[src/rtl/core/scag_pkg.sv]
// Shared types and constants for the strided copy address generator.
`timescale 1ns / 1ps
`default_nettype none
package scag_pkg;

   // Dimension registers, outermost first.
   localparam int NUM_REGS      = 4;
   localparam int CFG_BITS      = 64;
   localparam int CSR_IDX_BITS  = 3;
   localparam int STRIDE_BITS   = 24;
   localparam int OFFSET_BITS   = 32;
   localparam int ADDR_W        = 32;

   // Field positions inside a dimension register.
   localparam int SIZE_LSB       = 48;
   localparam int SRC_STRIDE_LSB = 24;
   localparam int DST_STRIDE_LSB = 0;

   // Reset value of a dimension register: size 1, zero strides.
   localparam logic [CFG_BITS-1:0] DIM_RESET = 64'h0001_0000_0000_0000;

   typedef enum logic [CSR_IDX_BITS-1:0] {
      CSR_DIM_OUTER   = 3'd0,
      CSR_DIM_SECOND  = 3'd1,
      CSR_DIM_THIRD   = 3'd2,
      CSR_DIM_INNER   = 3'd3,
      CSR_DEST_OFFSET = 3'd4
   } csr_index_type;

   typedef struct packed {
      logic empty;   // some active dimension has size zero
      logic last;    // this beat is the final element of the copy
   } odo_status_type;

endpackage
`default_nettype wire

[src/rtl/core/scag_odometer.sv]
// Index odometer: restart, empty-copy check and carry into outer dimensions.
`timescale 1ns / 1ps
`default_nettype none
module scag_odometer #(
   parameter int DIMS      = 4,
   parameter int SIZE_BITS = 16
) (
   input  var logic                 restart,
   input  var logic [SIZE_BITS-1:0] size     [scag_pkg::NUM_REGS],
   input  var logic [SIZE_BITS-1:0] idx_cur  [scag_pkg::NUM_REGS],
   output var logic [SIZE_BITS-1:0] idx_used [scag_pkg::NUM_REGS],
   output var logic [SIZE_BITS-1:0] idx_next [scag_pkg::NUM_REGS],
   output var scag_pkg::odo_status_type status
);
   import scag_pkg::*;

   localparam int ACTIVE = (DIMS < NUM_REGS) ? DIMS : NUM_REGS;
   localparam int FIRST  = NUM_REGS - ((ACTIVE < 1) ? 1 : ACTIVE);

   always_comb begin
      for (int d = 0; d < NUM_REGS; d++) begin
         idx_used[d] = (restart || d < FIRST) ? '0 : idx_cur[d];
      end
   end

   always_comb begin
      logic carry;
      logic empty;
      carry = 1'b1;
      empty = 1'b0;
      for (int d = 0; d < NUM_REGS; d++) begin
         if (d >= FIRST && size[d] == '0) begin
            empty = 1'b1;
         end
      end
      // Innermost first; wrap when the next value reaches the size.
      for (int d = NUM_REGS - 1; d >= 0; d--) begin
         if (d < FIRST) begin
            idx_next[d] = '0;
         end else if (!carry) begin
            idx_next[d] = idx_used[d];
         end else if ({1'b0, idx_used[d]} + 1'b1 >= {1'b0, size[d]}) begin
            idx_next[d] = '0;
         end else begin
            idx_next[d] = idx_used[d] + 1'b1;
            carry       = 1'b0;
         end
      end
      // Empty copy leaves the indices where they are.
      if (empty) begin
         for (int d = 0; d < NUM_REGS; d++) begin
            idx_next[d] = idx_used[d];
         end
      end
      status.empty = empty;
      status.last  = carry;
   end

endmodule
`default_nettype wire

[config.mk]
export PLATFORM = sky130hd
export DESIGN_NAME = scag_odometer
export DESIGN_NICKNAME = d
export VERILOG_FILES = /design/src/rtl/core/scag_pkg.sv /design/src/rtl/core/scag_odometer.sv
export SDC_FILE = /design/constraint.sdc
export NUM_CORES = 1
export LEC_CHECK = 0
export ABC_AREA = 1
export BUFFER_PORTS_ARGS = -buffer_cell sky130_fd_sc_hd__buf_2
export CORE_ASPECT_RATIO = 2
export CORE_MARGIN = 2
export CORE_UTILIZATION = 49
export DETAILED_ROUTE_END_ITERATION = 8
export PLACE_DENSITY_LB_ADDON = 0.2
export SYNTH_ARGS = -nofsm -noshare
export SYNTH_HDL_FRONTEND = slang
export SYNTH_SLANG_ARGS = --single-unit
[constraint.sdc]
create_clock -name vclk -period 5
set_input_delay 0.25 -clock vclk [all_inputs]
set_output_delay 0.25 -clock vclk [all_outputs]
set_load 0.05 [all_outputs]
---- Yosys cells after proc, flatten, opt, wreduce, memory -nomap -nowiden ----
Index checks and enable logic that the tools add are counted.
word-level totals
  bits in registers ....................... 0
  input port bits ......................... 129
  output and inout bits ................... 130
  word-level logic and storage cells ...... 39
cells by class
  $add $sub $neg .......................... 8
  magnitude comparators ................... 4
  muxes and demuxes ....................... 23
  reduce and logical (&&, ||, !) cells .... 4
operators with widths
  operator                                        number
  two-way mux 16 bit                              11
  adder 16 x 1 -> 17 bit (second input constant)  4
  greater-or-equal comparator 17 x 16 -> 1 bit    4
  adder 16 x 1 -> 16 bit (second input constant)  4
  logical NOT 16 bit                              4
  two-way mux 64 bit                              1
  two-way mux 1 bit                               11

---- Longest topological paths before layout ----
  depth after elaboration ................. 8
  gate-level depth with buffers ........... 29
  mapped depth without buffers ............ 26

---- Worst setup path after synthesis ----
Ideal clock, no wire load.
  kind .................................... input to output
  start point ............................. input port restart
  end point ............................... output port status[0] in the netlist's numbering
  arrival ................................. 5.166 ns
  data required time ...................... 4.750 ns
  setup slack ............................. -0.416 ns
  cell stages on the path ................. 24
  path buffers ............................ 6
  cell sequence ........................... buf_6 buf_6 buf_6 buf_6 clkbuf_1 nor2_1 ha_1 nand3_1 inv_1 nand4_1 inv_1 nand2_1 nor2_1 nand2_1 xor2_1 inv_1 ha_1 nand2_1 nor4_1 a31oi_2 nand2_2 buf_2 nand3_1 a21oi_1
RTL lines
  item             RTL line             source
  start, declared  scag_odometer.sv:8   input var logic restart,
  end, declared    scag_odometer.sv:13  output var scag_pkg::odo_status_type status

==> results.md <==
- The synthesis-to-layout area growth is 28.2%.
- For this run, the slowest stage of the critical path takes 0.32 ns.
- The global-route wire length before repair is 28.1 mm.
- The sequential share of power is 0%.
- The end point of the worst hold path is idx_used[1].
- The number of global-route vias before repair was 6,536.
- In this run, the combinational gates consume 100.0% of the power.
- In the layout the commonest cells are 259 x buf_2, 238 x inv_1, 226 x nand2_1.
- Entering global routing, the biggest net connects 35 pins.
- Of the total power, the share spent switching nets is 73.0%.
- On the critical path, the stage with the largest delay is an instance of nor3_1.
- STA classifies the critical path endpoint as a primary output.
- The share of the cycle needed by the critical path after routing is 89.7%.
- Dividing total power by cell area gives a power density of 117 nW/µm².
- By area the synthesized netlist is led by inv_1 18%, nand2_1 17%, ha_1 17%, nor2_1 8.1%, xor2_1 7.9%.
- The fraction of final layout cells with drive strength greater than 1 is 26.6%.
- The peak clock frequency supported by timing is 0.223 GHz.
- The horizontal extent of the die is 75.4 µm.
- The number of placed cells counting well taps is 1,336.
- The cell count of the worst hold path is 4.
- The detailed-route wire length is 18.4 mm.
- The dominant cell type by count on the critical path is nand2_1.
- The number of nets in the synthesized netlist is 1,154.
- Once layout is done, the placed cells without fillers occupy 6410 µm².
- The half-perimeter wire length after placement is 16.2 mm.
- The full die area is 11,100 µm².
- The number of warnings issued by yosys is 0.
- The number of distinct library cells after synthesis is 39.
- The number of standard cells in the layout, taps in and fillers out is 1,338.
- The hold path startpoint is idx_cur[1].
- The kind of path behind the tightest hold check is in -> out.
- The largest voltage drop on the vdd net is 0.114 mV.
- The area fraction of the dominant cell type after synthesis is 17.9%.
- The biggest area consumer among synthesized cells is inv_1.
- The number of nets at the end of the flow is 1,401.
- The count of sequential standard cells is 0.
- The count of port buffers added during placement is 259.
- The area inside the core boundary is 10,000 µm².
- Setup violations remaining at the end of the flow were counted as 0.
- The run finished with clean final reports.
- The worst slew slack as a fraction of its limit is 59.6%.
- The die is 147 µm tall.
- In this run the core area contains 52 standard-cell rows.
- In this run, the number of DRC markers left after iteration 0 of detailed routing was 241.
- Counting the clock-network buffers in the layout gives 0.
- After technology mapping, the gate count stands at 957.
- The count of max-cap constraint violations is 0.
- Along the worst path, the maximum fanout reaches 16.
- For this design the static power due to leakage is 4.35 nW.
- The internal power contribution is 0.000202 W.
- The accumulated negative setup slack is 0 ns.
- Leaving out fill and tap cells, the most frequent cell in the layout is buf_2.
- The switching power total is 0.000546 W.
- The congestion estimate from routability-driven global placement came to 0.987.
- The initial antenna violation count is 1.
- The vias per cell is 5.08.
- The area used by sequential logic in the layout is 0 µm².
- The sequential element share of the synthesized area is 0%.
- The type of the setup path with the least slack is in -> out.
- Dividing the detail-routed wire length by the instance count gives 13.8 µm.
- The I/O pin total is 259.
- The cell area after technology mapping is 5000 µm².
- For the pin with the worst max-slew slack, the measured transition is 0.605 ns.
- The total overflow left after global routing is 0.
- Setup repair after global routing left no endpoint under its margin.
- Data arrives at the worst endpoint at 4.23 ns.
- The critical path data required time is 4.75 ns.
- The routed layout has 6,798 vias.
- A synthesized cell averages 5.22 µm².
- Before antenna repair, the detailed router went through 5 iterations.
- Once placement finished, the instance area stood at 6400 µm².
- The sort of element at the start of the critical path is an input port.
- Global routing used 31.6% of the available tracks.
- The initial utilization of the core area, before any placement, comes to 49.9%.
- The clock network is responsible for 0% of the overall power.
- The count of nets left with antenna violations after detail routing is 0.
- The number of max-slew violations in the final report is 0.
- The DRC violation count after routing is 0.
- The number of hold violations in the final report is 0.
- The worst path needs 4.48 ns of the cycle, external delays included.
## final cells by class
class / count / area [µm²]
tap: 135 / 169
timing repair buffer: 267 / 1370
antenna: 1 / 2.50
inverter: 248 / 933
fill: 1106 / 3610
multi-input combinational: 687 / 3940
## metrics by stage
stage	setup slack (ns)	total power [W]	util (%)	hold slack (ns)
after floorplan	0.0869	0.000540	-	0.657
after global placement	0.470	0.000741	63.8	0.900
after detailed placement	0.347	0.000744	63.8	0.914
after CTS	0.335	0.000747	63.8	0.917
after global routing	0.0968	0.000810	64.0	0.934
final	0.516	0.000749	64.0	0.919
## synthesized netlist by cell type
| master | n |
|---|---|
| nor4_1 | 24 |
| clkbuf_1 | 4 |
| nor2_4 | 6 |
| a21o_1 | 2 |
| buf_4 | 7 |
| nand3b_1 | 2 |
| clkinv_1 | 1 |
| o21a_1 | 1 |
| nand3_1 | 66 |
| o31ai_1 | 3 |
| o22ai_1 | 1 |
| nand4_1 | 16 |
| nand2_1 | 227 |
| inv_4 | 1 |
| buf_2 | 6 |
| o21bai_1 | 2 |
| nor3_2 | 2 |
| buf_6 | 4 |
| nor3_1 | 14 |
| a211oi_1 | 2 |
| ha_1 | 68 |
| a21oi_4 | 1 |
| inv_2 | 8 |
| xnor2_1 | 3 |
| or2_2 | 3 |
| o21ai_0 | 6 |
| a31oi_2 | 1 |
| nand3_4 | 1 |
| and3b_1 | 1 |
| o21ai_1 | 37 |
| nor4_2 | 1 |
| a21oi_1 | 21 |
| xor2_1 | 45 |
| nor2_1 | 108 |
| nand4_2 | 1 |
| buf_1 | 1 |
| nor2_2 | 16 |
| inv_1 | 238 |
| nand2_2 | 6 |
## worst max-delay path: cells and delay by family
kind	cells	cell delay, ns
AO/OA/AOI/OAI	1	0.06
XOR/XNOR	1	0.16
adder cells (fa/ha/maj)	2	0.47
buffers and inverters	7	0.98
AND/OR/NAND/NOR	15	2.29
## per-layer routing
metal  vias to the layer above  part of all wire, %  global-route usage (%)
met5                         -                    0                       0
met4                         0                  7.0                    18.8
met3                        95                  5.8                    2.40
met2                       339                   52                    59.5
met1                      2915                   35                    31.3
li1                       3449                    -                       -
## logic make-up after synthesis
group | after synthesis | share of synthesized area [%]
adder cells (fa/ha/maj) | 68 | 17.0
XOR/XNOR | 48 | 8.41
buffers and inverters | 270 | 21.6
AND/OR/NAND/NOR | 494 | 44.4
AO/OA/AOI/OAI | 77 | 8.61
## repair_timing
item	in CTS	in global routing
setup endpoints to repair	0	20
gates resized for setup	0	1
buffers inserted	0	1
hold buffers	0	0
endpoints found under the hold margin	0	0
## worst max path at each step
| stage | startpoint | to | slack (ns) | cells past startpoint |
|---|---|---|---|---|
| 5_1_grt | restart | idx_next[60] | 0.1 | 29 |
| 6_report | restart | idx_next[60] | 0.52 | 26 |
| 2_1_floorplan | restart | idx_next[33] | 0.09 | 26 |
| 4_1_cts | restart | idx_next[60] | 0.33 | 29 |
| 3_3_place_gp | restart | idx_next[51] | 0.47 | 26 |
| 3_5_place_dp | restart | idx_next[59] | 0.35 | 29 |
## power by group through the flow
stage	logic (W)	registers, W	clock network, W
floorplan	0.000540	0	0
global placement	0.000741	0	0
detailed placement	0.000744	0	0
CTS	0.000747	0	0
global route	0.000810	0	0.0000000000267
finish	0.000749	0	0.0000000000267
No activity file was read; power rests on OpenSTA's default activity.
